## src/rsg_pkg.sv

```systemverilog
// ----------------------------------------------------------------------------
// Request spacing gate package
// Shared constants, request kinds and the request and result records.
// ----------------------------------------------------------------------------
`default_nettype none

package rsg_pkg;

    // Default number of channels and the reset value of the spacing register.
    localparam int unsigned CHANNELS_DEF      = 4;
    localparam logic [31:0] SPACING_RESET_VAL = 32'd250000;

    // Request kinds.
    localparam logic [1:0] KIND_ALLOW = 2'd0;
    localparam logic [1:0] KIND_FORCE = 2'd1;
    localparam logic [1:0] KIND_QUERY = 2'd2;
    localparam logic [1:0] KIND_CLEAR = 2'd3;

    // One incoming request.
    typedef struct packed {
        logic [1:0]  kind;
        logic [7:0]  channel;
        logic [63:0] now_us;
    } t_req;

    // One result.
    typedef struct packed {
        logic        granted;
        logic        channel_ok;
        logic [31:0] honored_total;
        logic [31:0] dropped_total;
    } t_rsp;

endpackage

`default_nettype wire

```

## src/rsg_in_reg.sv

```systemverilog
// ----------------------------------------------------------------------------
// Request spacing gate input register
// Holds one accepted request until the decision stage takes it.
// ----------------------------------------------------------------------------
`default_nettype none

module rsg_in_reg (
    input  wire logic          i_clk,
    input  wire logic          i_rst_n,
    input  wire logic          i_valid,
    output logic               o_stall,
    input  wire rsg_pkg::t_req i_req,
    output logic               o_valid,
    output rsg_pkg::t_req      o_req,
    input  wire logic          i_take
);
    import rsg_pkg::*;

    logic r_valid;
    t_req r_req;

    // The register is busy only when it holds a request that cannot move on.
    assign o_stall = r_valid && !i_take;
    assign o_valid = r_valid;
    assign o_req   = r_req;

    // Valid flag.
    always_ff @(posedge i_clk) begin
        if (!i_rst_n) begin
            r_valid <= 1'b0;
        end else if (!o_stall) begin
            r_valid <= i_valid;
        end
    end

    // Payload loads on each accepted request.
    always_ff @(posedge i_clk) begin
        if (i_valid && !o_stall) begin
            r_req <= i_req;
        end
    end

endmodule

`default_nettype wire

```

## src/rsg_table.sv

```systemverilog
// ----------------------------------------------------------------------------
// Request spacing gate channel table
// Per-channel anchor and counters, the spacing register and the decision.
// ----------------------------------------------------------------------------
`default_nettype none

module rsg_table #(
    parameter int unsigned CHANNELS = rsg_pkg::CHANNELS_DEF
) (
    input  wire logic          i_clk,
    input  wire logic          i_rst_n,
    input  wire logic          i_cfg_we,
    input  wire logic [31:0]   i_cfg_data,
    input  wire logic          i_fire,
    input  wire rsg_pkg::t_req i_req,
    output rsg_pkg::t_rsp      o_rsp
);
    import rsg_pkg::*;

    localparam int unsigned IDX_W    = (CHANNELS > 1) ? $clog2(CHANNELS) : 1;
    localparam logic [8:0]  CH_LIMIT = 9'(CHANNELS);

    logic [63:0] r_anchor  [CHANNELS];
    logic [31:0] r_honored [CHANNELS];
    logic [31:0] r_dropped [CHANNELS];
    logic [31:0] r_spacing;

    logic             ch_ok;
    logic [IDX_W-1:0] idx;
    logic [63:0]      last;
    logic [31:0]      hon;
    logic [31:0]      drp;
    logic [63:0]      gap;
    logic             too_soon;
    logic [63:0]      n_anchor;
    logic [31:0]      n_honored;
    logic [31:0]      n_dropped;
    logic             granted;

    // Channel range check and read of the addressed entry.
    assign ch_ok = {1'b0, i_req.channel} < CH_LIMIT;
    assign idx   = i_req.channel[IDX_W-1:0];

    always_comb begin
        last = '0;
        hon  = '0;
        drp  = '0;
        if (ch_ok) begin
            last = r_anchor[idx];
            hon  = r_honored[idx];
            drp  = r_dropped[idx];
        end
    end

    // An allow is refused when an anchor exists and the time is not far enough past it.
    assign gap      = i_req.now_us - last;
    assign too_soon = (last != 64'd0) &&
                      ((i_req.now_us <= last) || (gap < {32'd0, r_spacing}));

    // Next entry values for the request kind.
    always_comb begin
        n_anchor  = last;
        n_honored = hon;
        n_dropped = drp;
        granted   = 1'b1;
        unique case (i_req.kind)
            KIND_ALLOW: begin
                if (too_soon) begin
                    n_dropped = drp + 32'd1;
                    granted   = 1'b0;
                end else begin
                    n_anchor  = i_req.now_us;
                    n_honored = hon + 32'd1;
                end
            end
            KIND_FORCE: begin
                if (last < i_req.now_us) begin
                    n_anchor = i_req.now_us;
                end
                n_honored = hon + 32'd1;
            end
            KIND_QUERY: begin
            end
            KIND_CLEAR: begin
            end
            default: begin
            end
        endcase
        if (!ch_ok) begin
            granted = 1'b1;
        end
    end

    // Result record; counts read zero for out-of-range channels and clear all.
    always_comb begin
        o_rsp.granted       = granted;
        o_rsp.channel_ok    = ch_ok;
        o_rsp.honored_total = '0;
        o_rsp.dropped_total = '0;
        if (ch_ok && (i_req.kind != KIND_CLEAR)) begin
            o_rsp.honored_total = n_honored;
            o_rsp.dropped_total = n_dropped;
        end
    end

    // Spacing register.
    always_ff @(posedge i_clk) begin
        if (!i_rst_n) begin
            r_spacing <= SPACING_RESET_VAL;
        end else if (i_cfg_we) begin
            r_spacing <= i_cfg_data;
        end
    end

    // Channel state update.
    always_ff @(posedge i_clk) begin
        if (!i_rst_n) begin
            for (int i = 0; i < CHANNELS; i++) begin
                r_anchor[i]  <= '0;
                r_honored[i] <= '0;
                r_dropped[i] <= '0;
            end
        end else if (i_fire) begin
            if (i_req.kind == KIND_CLEAR) begin
                for (int i = 0; i < CHANNELS; i++) begin
                    r_anchor[i]  <= '0;
                    r_honored[i] <= '0;
                    r_dropped[i] <= '0;
                end
            end else if (ch_ok) begin
                r_anchor[idx]  <= n_anchor;
                r_honored[idx] <= n_honored;
                r_dropped[idx] <= n_dropped;
            end
        end
    end

endmodule

`default_nettype wire

```

## src/rsg_out_reg.sv

```systemverilog
// ----------------------------------------------------------------------------
// Request spacing gate result register
// Holds one result until the receiver takes it.
// ----------------------------------------------------------------------------
`default_nettype none

module rsg_out_reg (
    input  wire logic          i_clk,
    input  wire logic          i_rst_n,
    input  wire logic          i_load,
    input  wire rsg_pkg::t_rsp i_rsp,
    input  wire logic          i_stall,
    output logic               o_free,
    output logic               o_valid,
    output rsg_pkg::t_rsp      o_rsp
);
    import rsg_pkg::*;

    logic r_valid;
    t_rsp r_rsp;

    // The register can take a new result when empty or being emptied.
    assign o_free  = !r_valid || !i_stall;
    assign o_valid = r_valid;
    assign o_rsp   = r_rsp;

    // Valid flag.
    always_ff @(posedge i_clk) begin
        if (!i_rst_n) begin
            r_valid <= 1'b0;
        end else if (o_free) begin
            r_valid <= i_load;
        end
    end

    // Payload.
    always_ff @(posedge i_clk) begin
        if (o_free && i_load) begin
            r_rsp <= i_rsp;
        end
    end

endmodule

`default_nettype wire

```

## src/per_channel_request_spacing_gate_unit.sv

```systemverilog
// ----------------------------------------------------------------------------
// Per-channel request spacing gate
// Grants allow requests on in-range channels only at a minimum spacing in time,
// with honored and dropped counters per channel.
//
//   Channel   Direction  Handshake                  Payload
//   request   in         i_in_valid / o_in_stall    i_kind, i_channel, i_now_us
//   result    out        o_out_valid / i_out_stall  o_granted, o_channel_ok,
//                                                   o_honored_total,
//                                                   o_dropped_total
//   config    in         i_cfg_we                   i_cfg_data
//
// One request is taken every cycle unless the result side stalls; its result is
// presented once the result register has loaded it from the input register.
// The decision and the table update sit between the input and result registers.
// Reset clears all channels and loads the spacing register with 250000.
// A stall on the result side holds both registers and then the request side.
// ----------------------------------------------------------------------------
`default_nettype none

module per_channel_request_spacing_gate_unit #(
    parameter int unsigned CHANNELS = rsg_pkg::CHANNELS_DEF
) (
    input  wire logic        i_clk,
    input  wire logic        i_rst_n,
    input  wire logic        i_cfg_we,
    input  wire logic [31:0] i_cfg_data,
    input  wire logic        i_in_valid,
    output logic             o_in_stall,
    input  wire logic [1:0]  i_kind,
    input  wire logic [7:0]  i_channel,
    input  wire logic [63:0] i_now_us,
    output logic             o_out_valid,
    input  wire logic        i_out_stall,
    output logic             o_granted,
    output logic             o_channel_ok,
    output logic [31:0]      o_honored_total,
    output logic [31:0]      o_dropped_total
);
    import rsg_pkg::*;

    t_req in_req;
    t_req held_req;
    t_rsp dec_rsp;
    t_rsp out_rsp;
    logic held_valid;
    logic out_free;
    logic fire;

    // Pack the request fields.
    assign in_req.kind    = i_kind;
    assign in_req.channel = i_channel;
    assign in_req.now_us  = i_now_us;

    // A held request is decided when the result register can take it.
    assign fire = held_valid && out_free;

    // Input register.
    rsg_in_reg u_in_reg (
        .i_clk   (i_clk),
        .i_rst_n (i_rst_n),
        .i_valid (i_in_valid),
        .o_stall (o_in_stall),
        .i_req   (in_req),
        .o_valid (held_valid),
        .o_req   (held_req),
        .i_take  (out_free)
    );

    // Channel table and decision.
    rsg_table #(
        .CHANNELS (CHANNELS)
    ) u_table (
        .i_clk      (i_clk),
        .i_rst_n    (i_rst_n),
        .i_cfg_we   (i_cfg_we),
        .i_cfg_data (i_cfg_data),
        .i_fire     (fire),
        .i_req      (held_req),
        .o_rsp      (dec_rsp)
    );

    // Result register.
    rsg_out_reg u_out_reg (
        .i_clk   (i_clk),
        .i_rst_n (i_rst_n),
        .i_load  (held_valid),
        .i_rsp   (dec_rsp),
        .i_stall (i_out_stall),
        .o_free  (out_free),
        .o_valid (o_out_valid),
        .o_rsp   (out_rsp)
    );

    // Unpack the result fields.
    assign o_granted       = out_rsp.granted;
    assign o_channel_ok    = out_rsp.channel_ok;
    assign o_honored_total = out_rsp.honored_total;
    assign o_dropped_total = out_rsp.dropped_total;

endmodule

`default_nettype wire
```

## config.mk

```make
export PLATFORM = sky130hd
export DESIGN_NAME = per_channel_request_spacing_gate_unit
export DESIGN_NICKNAME = d
export VERILOG_FILES = /design/src/rsg_pkg.sv /design/src/rsg_in_reg.sv /design/src/rsg_table.sv /design/src/rsg_out_reg.sv /design/src/per_channel_request_spacing_gate_unit.sv
export SDC_FILE = /design/constraint.sdc
export NUM_CORES = 1
export LEC_CHECK = 0
export CAP_MARGIN = 20
export CELL_PAD_IN_SITES_DETAIL_PLACEMENT = 2
export CELL_PAD_IN_SITES_GLOBAL_PLACEMENT = 2
export CORE_ASPECT_RATIO = 0.6
export CORE_MARGIN = 3
export CORE_UTILIZATION = 44
export DETAILED_ROUTE_END_ITERATION = 10
export DONT_BUFFER_PORTS = 1
export PLACE_DENSITY = 0.86
export SYNTH_ARGS = -nofsm -noshare
export SYNTH_HDL_FRONTEND = slang
export SYNTH_SLANG_ARGS = --single-unit
```

## constraint.sdc

```tcl
create_clock -name i_clk -period 15 [get_ports i_clk]
set_clock_uncertainty 0.1 [all_clocks]
set_input_delay 2.25 -clock i_clk [delete_from_list [all_inputs] [get_ports i_clk]]
set_output_delay 2.25 -clock i_clk [all_outputs]
set_load 0.02 [all_outputs]
```

; ---- Word level (Yosys, flattened, before mapping)
; Memory sizes are Yosys's and may differ from the RTL's. A register that Yosys moved wholly into a read port is not among the register bits.
; Index checks and enable logic that the tools add are counted.
[totals]
mem_bits_rw = 512
n_memories = 3
reg_bits = 174
[memory_table]
columns = memory, depth, word_bits, rd, rd_ports_with_merged_regs, write_ports, line_no
row1 = u_table.r_anchor, 4, 64, 1, 1, 4, rsg_table.sv:23  ; logic [63:0] r_anchor [CHANNELS];
row2 = u_table.r_dropped, 4, 32, 1, 1, 4, rsg_table.sv:25  ; logic [31:0] r_dropped [CHANNELS];
row3 = u_table.r_honored, 4, 32, 1, 1, 4, rsg_table.sv:24  ; logic [31:0] r_honored [CHANNELS];
[op_classes]
n_addsub = 3
n_reduce_logical = 17
order_cmp = 4
n_bitwise = 12
n_eq_ne = 3
muxes = 45
[ops]
columns = op, count
row1 = two-way mux 64 bit, 8
row2 = two-way mux 32 bit, 15
row3 = case mux 64 bit (2 select lines), 1
row4 = "adder 32 x 1 -> 32 bit, second input constant", 2
row5 = <= comparator 64 bit, 1
row6 = less-than comparator 64 x 32 -> 1 bit, 1
row7 = less-than comparator 64 bit, 1
row8 = case mux 32 bit (2 select lines), 1
row9 = nonzero test 64 bit, 1
row10 = OR reduction 32 bit, 2
row11 = OR reduction 64 bit, 1
row12 = subtractor 64 bit, 1
row13 = two-way mux 1 bit, 14
row14 = two-way mux 2 bit, 6
row15 = bitwise OR 1 bit, 12
row16 = "less-than comparator 8 x 3 -> 1 bit, second input constant", 1
row17 = logical AND 1 bit, 5
row18 = logical NOT 1 bit, 4
row19 = "== test 2 x 1 -> 1 bit, second input constant", 1
row20 = "== test 2 bit, second input constant", 1
row21 = logical NOT 2 bit, 1
row22 = logical OR 1 bit, 2
row23 = "!= test 2 bit, second input constant", 1
row24 = AND reduction 2 bit, 1

; ---- Longest topological paths before layout
; Gate-level depths: netlist of run 1.
[depth]
word_depth = 9
ltp_mapped = 34
mapped_depth_nobuf = 29

; ---- Cells and area by module
; Synthesis of run 1 repeated with hierarchy kept, for this count alone.
[hier_totals]
cells_unflattened = 3109
hier_area_um2 = 36033.3
[modules_own_cells]
columns = module, cells_per_inst, seq_area_each_um2, instances, area_per_inst_um2
row1 = rsg_table, 2959, 16015.4, 1, 31734.2
row2 = rsg_in_reg, 78, 2242.2, 1, 2269.7
row3 = rsg_out_reg, 71, 2001.9, 1, 2023.2
row4 = per_channel_request_spacing_gate_unit, 1, 0.0, 1, 6.3

; ---- Worst setup path before layout of run 1
; Ideal clock, no wire load.
[synth_path]
kind = input -> register
from = in i_out_stall
to = mem u_table.r_anchor[1][0] (enable)
t_arrival_ns = 11.477
stages = 8
setup_ns = 0.492
n_path_buf = 3
required_time_ns = 14.408
setup_slack_ns = 2.931
cell_sequence = a21boi_0 -> and3_1 -> nand2_1 -> or2_2 -> clkbuf_1 -> clkbuf_1 -> buf_1 -> nand2_1
[synth_rtl]
columns = element, line_no
row1 = start: declaration, per_channel_request_spacing_gate_unit.sv:34  ; input wire logic i_out_stall,
row2 = end: declaration, rsg_table.sv:23

==> results of run 1 <==
flip-flops by register name, summed over array words and instances, names as in the netlist, named ones only:
signal,cells
u_in_reg.o_req,74
u_in_reg.o_valid,1
u_out_reg.o_rsp,66
u_out_reg.o_valid,1
u_table.r_anchor,256
u_table.r_dropped,128
u_table.r_honored,128
u_table.r_spacing,32
layer usage:
metal	up-vias	global-route usage	wire [µm]
li1	10720	-	-
met1	13680	0.4254	53940
met2	1500	0.5245	64600
met3	393	0.07762	12030
met4	14	0.1358	6129
met5	-	0	88
synth_stat cells (15+ instances only):
cell type / n / share of area
mux2_2: 53 / 0.017
edfxtp_1: 652 / 0.56
o21ai_0: 57 / 0.0081
mux2i_1: 48 / 0.014
o211ai_1: 17 / 0.0036
a21oi_1: 126 / 0.018
xnor2_1: 48 / 0.012
nor4_1: 22 / 0.0039
nand4_1: 77 / 0.014
nor2_1: 651 / 0.069
o21a_1: 36 / 0.0077
a21o_1: 18 / 0.0038
nand2_1: 230 / 0.024
ha_1: 97 / 0.034
nor3_1: 23 / 0.0033
and3_1: 40 / 0.0071
nand3_1: 37 / 0.0053
dfxtp_1: 36 / 0.020
a211oi_1: 33 / 0.0070
xor2_1: 38 / 0.0094
clkbuf_1: 128 / 0.014
inv_1: 127 / 0.014
buf_2: 35 / 0.0050
xnor2_2: 15 / 0.0069
mux4_2: 127 / 0.081
per-stage QoR:
step	setup WS, ps	area, µm²	power [mW]	hold slack, ps	cells
2_1_floorplan	2931	35260	2.579	344.0	2973
3_3_place_gp	4369	36160	2.708	372.0	3870
3_5_place_dp	3874	36170	2.748	394.4	3871
4_1_cts	3612	38290	4.490	404.6	3994
5_1_grt	2939	38330	4.597	424.9	3997
6_report	3221	38330	4.482	396.1	3998
worst paths after layout:
kind	to	slack, ps	cells after the start
hold reg to reg	u_table.r_spacing[0]$_SDFFE_PN0P_	400	2
hold / removal	u_table.r_spacing[0]$_SDFFE_PN0P_	400	2
setup reg to reg	u_table.r_anchor[3][35]$_SDFFCE_PN0P_	3220	30
setup / recovery	u_table.r_anchor[3][35]$_SDFFCE_PN0P_	3220	30
where the power goes:
part	total (mW)	switching [mW]	internal, mW
Combinational	0.486	0.322	0.164
Sequential	2.25	0.0633	2.18
Clock	1.75	0.824	0.926
placed cells by master (no fill, tap or decap), drive strengths merged, types with 66 or more instances in the layout:
cell type	netlist	layout
nand2	230	230
nand4	77	77
a21oi	127	127
nor2	651	651
inv	127	127
ha	97	97
clkbuf	128	95
mux4	127	127
o21ai	66	66
edfxtp	652	652
worst max-delay path, delay by kind of cell, from the launching register on:
kind	cells	cell delay [ps]
compound gates	11	4470
xor+xnor	1	210
fa+ha+maj	2	840
buf+inv	4	2440
flops	1	390
mux	1	550
simple gates	11	2400
kinds of logic after synthesis:
kind of cell | after synthesis
fa+ha+maj | 98
flops | 688
mux | 229
simple gates | 1148
buf+inv | 318
compound gates | 391
xor+xnor | 101
area by class of cell:
class / instances / share of cell area
clock inverters: 28 / 0.004896
multi-input cells: 1967 / 0.3596
clock buffers: 95 / 0.05056
diodes: 1 / 0.00006528
inverters: 128 / 0.01260
repair buffers: 38 / 0.008160
flip-flops and latches: 688 / 0.5297
well taps: 1053 / 0.03437
==> results.py, run 1 <==
metrics = {
    "global_route": {
        "grt_util_all_layers": 0.3257,
        "grt_max_degree": 75,
        "grt_overflow_total": 0,
        "antenna_found_initial": 8,
        "grt_pass1_vias": 28220,
        "grt_pass1_wl_um": 200500,
    },
    "drt": {
        "drcViolationCount": 0,
        "vias": 26310,
        "wl_um": 136800,
        "drtIter0Drc": 3158,
        "postRouteAntennaNets": 0,
        "drtPass1Iterations": 6,
        "routed_via_density": 6.581,
        "wire_per_inst_um": 34.21,
    },
    "sta": {
        "setup_violations": 0,
        "max_freq_mhz": 84.90,
        "tns_ps": 0,
        "hold_viol": 0,
        "period_minus_slack_ps": 11780,
        "period_share": 0.7853,
        "grt_setup_unrepaired": "no",
        "finalMaxSlewViolations": 0,
        "tightest_slew_ps": 1163,
        "slew_headroom": 0.2246,
    },
    "cts": {
        "cts_resized": 0,
        "postCtsHoldBufs": 0,
        "cts_buffer_depth": 3,
        "clk_pin_slew_ps": 70,
        "cts.htree.levels": 3,
        "cts_tree": "yes",
        "clk_latency_ps": 680,
        "clock_sinks": 688,
        "cts_made_buffers": 68,
        "cts_root_buffer": "clkbuf_16",
        "postCtsSetupRepairBufs": 0,
    },
    "job": {
        "drv_cap": 0,
    },
    "power_and_ir_drop": {
        "p_per_area_nw_per_um2": 116.9,
        "leakage_nw": 13.14,
        "ir_worst_vdd_mv": 0.09573,
    },
    "finish": {
        "drive_above_1_share": 0.1202,
        "fin_nets": 3100,
        "fin_util": 0.4884,
        "final-seq-area_um2": 20310,
        "syn2layout_area_growth_pct": 8.711,
        "fill_cells": 7628,
        "multi_input_area_um2": 13790,
    },
    "floorplan": {
        "core-area_um2": 78480,
        "dieHeight_um": 225.3,
        "initial_core_util": 0.4493,
        "dieArea_um2": 83690,
        "dieWidth_um": 371.5,
        "row_count": 79,
        "ios": 179,
    },
    "yosys": {
        "ys.flop_type": "edfxtp_1",
        "syn-cell-area_um2": 35260,
        "yosysSeqAreaShare": 0.5757,
        "synth-adder-area-share": 0.03499,
        "ys_async_sr_fraction": 0,
        "avgSynthCellArea_um2": 11.86,
        "synth-warning-count": 0,
        "synth-simple-area-share": 0.1409,
        "synth_top_family_by_area": "simple AND/OR/NAND/NOR gates",
        "ys_seq_elements": 688,
        "synthXorXnorAreaFrac": 0.02828,
        "synthMuxAreaShare": 0.1120,
        "synth.net_count": 3182,
        "syn_inst": 2973,
        "synth_edf_count": 652,
        "ys_types": 75,
        "synth_compound_area_frac": 0.07175,
    },
    "setup_path": {
        "critical_path.max_fanout": 64,
        "crit_slowest_cell": "o21ai_4",
        "crit_arrival_ps": 12060,
        "critPathLaunch": "u_in_reg.o_req[68]$_DFFE_PP_",
        "max_stage_delay_ps": 860,
        "worst_setup_path_start_kind": "flip-flop",
        "cp-end-kind": "flip-flop",
        "r2r-start": "u_in_reg.o_req[68]$_DFFE_PP_",
        "required_ps": 15280,
        "crit_type": "flip-flop to flip-flop",
    },
    "placement": {
        "port-buffer-count": 0,
        "gp_congestion": 0.9248,
        "dp_hpwl_um": 88520,
    },
    "worst_hold_path": {
        "hold_start": "u_table.r_spacing[0]$_SDFFE_PN0P_",
        "worst_hold_path_type": "flip-flop to flip-flop",
    },
    "run_status": {
        "outcome": "completed",
    },
}
No activity file was read; power rests on OpenSTA's default activity.
==> run 2, diff against run 1 <==
ABC_AREA = 1   (was not set)
CORE_UTILIZATION = 39   (was 44)
clock period = 11.6 ns   (was 15 ns; I/O delays follow)
==> results.py, run 2 <==
metrics = {
    "power_and_ir_drop": {
        "internal-power_mw": 4.339,
        "p_switching_mw": 1.735,
        "p_per_area_nw_per_um2": 140.4,
        "switching_share": 0.2856,
        "ir_worst_vdd_mv": 0.1096,
        "power_frac_comb": 0.124,
        "clkPwrFrac": 0.400,
        "power_frac_seq": 0.477,
        "leakage_nw": 18.09,
    },
    "drt": {
        "wl_um": 170700,
        "drtIter0Drc": 3735,
        "routed_via_density": 5.892,
        "drcViolationCount": 0,
        "postRouteAntennaNets": 0,
        "vias": 36500,
        "drtPass1Iterations": 6,
        "wire_per_inst_um": 27.55,
    },
    "floorplan": {
        "row_count": 90,
        "ios": 179,
        "dieHeight_um": 253.6,
        "dieArea_um2": 106100,
        "initial_core_util": 0.3948,
        "core-area_um2": 100900,
        "dieWidth_um": 418.6,
    },
    "yosys": {
        "ys_async_sr_fraction": 0,
        "synth-warning-count": 0,
        "yosys.area.top_type": "edfxtp_1",
        "avgSynthCellArea_um2": 8.121,
        "yosysSeqAreaShare": 0.5096,
        "ys_seq_elements": 688,
        "ys_types": 52,
        "synth_area_leaders": "edfxtp_1, nand2_1, a21oi_1",
        "syn-cell-area_um2": 39840,
        "ys.flop_type": "edfxtp_1",
        "synthTopCellsByCount": "nand2_1, edfxtp_1, inv_1",
        "synth_edf_count": 652,
        "synth.net_count": 5114,
        "syn_inst": 4905,
        "synth_top_area_frac": 0.4915,
        "synth.most_common_cell": "nand2_1",
    },
    "cts": {
        "cts_made_buffers": 72,
        "cts_root_buffer": "clkbuf_16",
        "cts_buffer_depth": 3,
        "clk_pin_slew_ps": 60,
        "cts_resized": 0,
        "clock_sinks": 688,
        "cts.htree.levels": 3,
        "clk_latency_ps": 700,
        "cts_tree": "yes",
        "postCtsHoldBufs": 0,
        "postCtsSetupRepairBufs": 0,
    },
    "setup_path": {
        "worst_setup_path_start_kind": "flip-flop",
        "critical_path.max_fanout": 86,
        "r2r_end": "u_out_reg.o_rsp[29]$_SDFFCE_PN0P_",
        "r2r_cells": 28,
        "crit_arrival_ps": 10200,
        "rrSetupSlack_ps": 1710,
        "crit_slowest_cell": "buf_4",
        "crit_type": "flip-flop to flip-flop",
        "cp-end-kind": "flip-flop",
        "max_stage_delay_ps": 910,
        "required_ps": 11910,
        "worst_path_most_repeated_cell": "nand2_1",
    },
    "sta": {
        "tightest_slew_ps": 1152,
        "max_freq_mhz": 101.1,
        "tns_ps": 0,
        "slew_headroom": 0.2301,
        "finalMaxSlewViolations": 0,
        "hold_viol": 0,
        "period_minus_slack_ps": 9888,
        "period_share": 0.8524,
        "setup_violations": 0,
        "grt_setup_unrepaired": "no",
    },
    "placement": {
        "gp_congestion": 0.9895,
        "dp_hpwl_um": 115500,
        "port-buffer-count": 0,
    },
    "finish": {
        "fin_util": 0.4289,
        "largest_register_ffs": 256,
        "syn2layout_area_growth_pct": 8.634,
        "regMostFlops": "u_table.r_anchor",
        "fin_nets": 5018,
        "reg_top3": "u_table.r_anchor x256, u_table.r_dropped x128, u_table.r_honored x128",
        "layout_common_cells": "nand2_1, edfxtp_1, inv_1, a21oi_1, nand3_1",
        "drive_above_1_share": 0.04198,
        "final_common_cell": "nand2_1",
    },
    "run_status": {
        "outcome": "completed",
    },
    "worst_hold_path": {
        "hold_start": "u_table.r_spacing[1]$_SDFFE_PN0P_",
        "worst_hold_path_type": "flip-flop to flip-flop",
        "min_path_cells": 2,
        "min_to": "u_table.r_spacing[1]$_SDFFE_PN0P_",
    },
    "global_route": {
        "grt_overflow_total": 0,
        "grt_util_all_layers": 0.3158,
        "grt_pass1_wl_um": 253600,
        "grt_max_degree": 174,
        "antenna_found_initial": 5,
        "grt_pass1_vias": 39010,
    },
    "job": {
        "drv_cap": 0,
    },
}
==> run 2: cell types whose count changed after synthesis, moves of 33 or more <==
cell,before,now
nand3_1,37,479
a211oi_1,33,0
and3_1,40,3
nand2_1,230,1428
mux2i_1,48,0
o21ai_0,57,129
a21oi_1,126,504
nor2_1,651,393
mux2_2,53,0
o21a_1,36,1
mux4_2,127,0
nand3b_1,2,53
xnor2_1,48,12
inv_1,127,616
==> run 2: metal layers <==
| metal | routed length, µm | up-vias | part of all wire | global-route usage |
|---|---|---|---|---|
| li1 | - | 16090 | - | - |
| met3 | 13710 | 261 | 0.080 | 0.06063 |
| met1 | 76350 | 18730 | 0.45 | 0.4466 |
| met2 | 75980 | 1420 | 0.45 | 0.4946 |
| met5 | 11 | - | 0.000064 | 0 |
| met4 | 4604 | 2 | 0.027 | 0.08863 |
==> run 2: how the worst max path moves through the flow <==
| stage | start | end | slack [ps] |
|---|---|---|---|
| 4_1_cts | flip-flop | u_out_reg.o_rsp[21]$_SDFFCE_PN0P_ | 1900 |
| 5_1_grt | flip-flop | u_out_reg.o_rsp[29]$_SDFFCE_PN0P_ | 1640 |
| 2_1_floorplan | i_out_stall | u_table.r_anchor[0][0]$_SDFFCE_PN0P_ | 4700 |
| 6_report | flip-flop | u_out_reg.o_rsp[29]$_SDFFCE_PN0P_ | 1710 |
| 3_3_place_gp | flip-flop | u_table.r_dropped[3][3]$_SDFFCE_PN0P_ | 2180 |
| 3_5_place_dp | flip-flop | u_out_reg.o_rsp[21]$_SDFFCE_PN0P_ | 1950 |
==> run 2: layout make-up <==
type	instances	area (µm²)
fill	11330	57620
multi-input combinational	3373	16210
clock buffer	88	1926
sequential	688	20310
clock inverter	37	376.6
inverter	628	2384
timing repair buffer	46	397.9
antenna	1	2.502
tap	1334	1669
==> run 2: kinds of logic (layout without fill, tap and decap cells) <==
logic type               Yosys count  count (layout)  synth area share
AO/OA/AOI/OAI                    695             695           0.09068
buffers and inverters            844             799           0.08556
other                              0               1                 0
AND/OR/NAND/NOR                 2504            2504            0.2663
adder cells (fa/ha/maj)           98              98           0.03097
flip-flops                       688             688            0.5096
XOR/XNOR                          76              76           0.01690
==> run 2: critical path: cells and delay by family (launching register included) <==
| kind | cells | cell delay, ps |
|---|---|---|
| XOR/XNOR | 1 | 240 |
| flip-flops | 1 | 460 |
| AO/OA/AOI/OAI | 5 | 2060 |
| adder cells (fa/ha/maj) | 2 | 810 |
| AND/OR/NAND/NOR | 15 | 3480 |
| buffers and inverters | 5 | 2350 |
==> run 2: stage by stage <==
stage	setup slack [ps]	power, mW	cells	hold slack, ps	cell area [µm²]
after global routing	1637	6.256	6195	394.5	43280
final	1712	6.074	6195	371.7	43280
after detailed placement	1949	3.668	6067	367.1	40920
after global placement	2184	3.621	6066	354.1	40910
after CTS	1897	6.083	6192	377.4	43220
after floorplan	4703	3.392	4905	338.9	39840
==> run 2: power by group through the flow <==
stage / combinational [mW] / clock (mW) / sequential, mW
3_3_place_gp: 0.681 / 0 / 2.94
5_1_grt: 0.815 / 2.54 / 2.90
4_1_cts: 0.733 / 2.45 / 2.90
3_5_place_dp: 0.721 / 0 / 2.95
6_report: 0.751 / 2.43 / 2.90
2_1_floorplan: 0.472 / 0 / 2.92
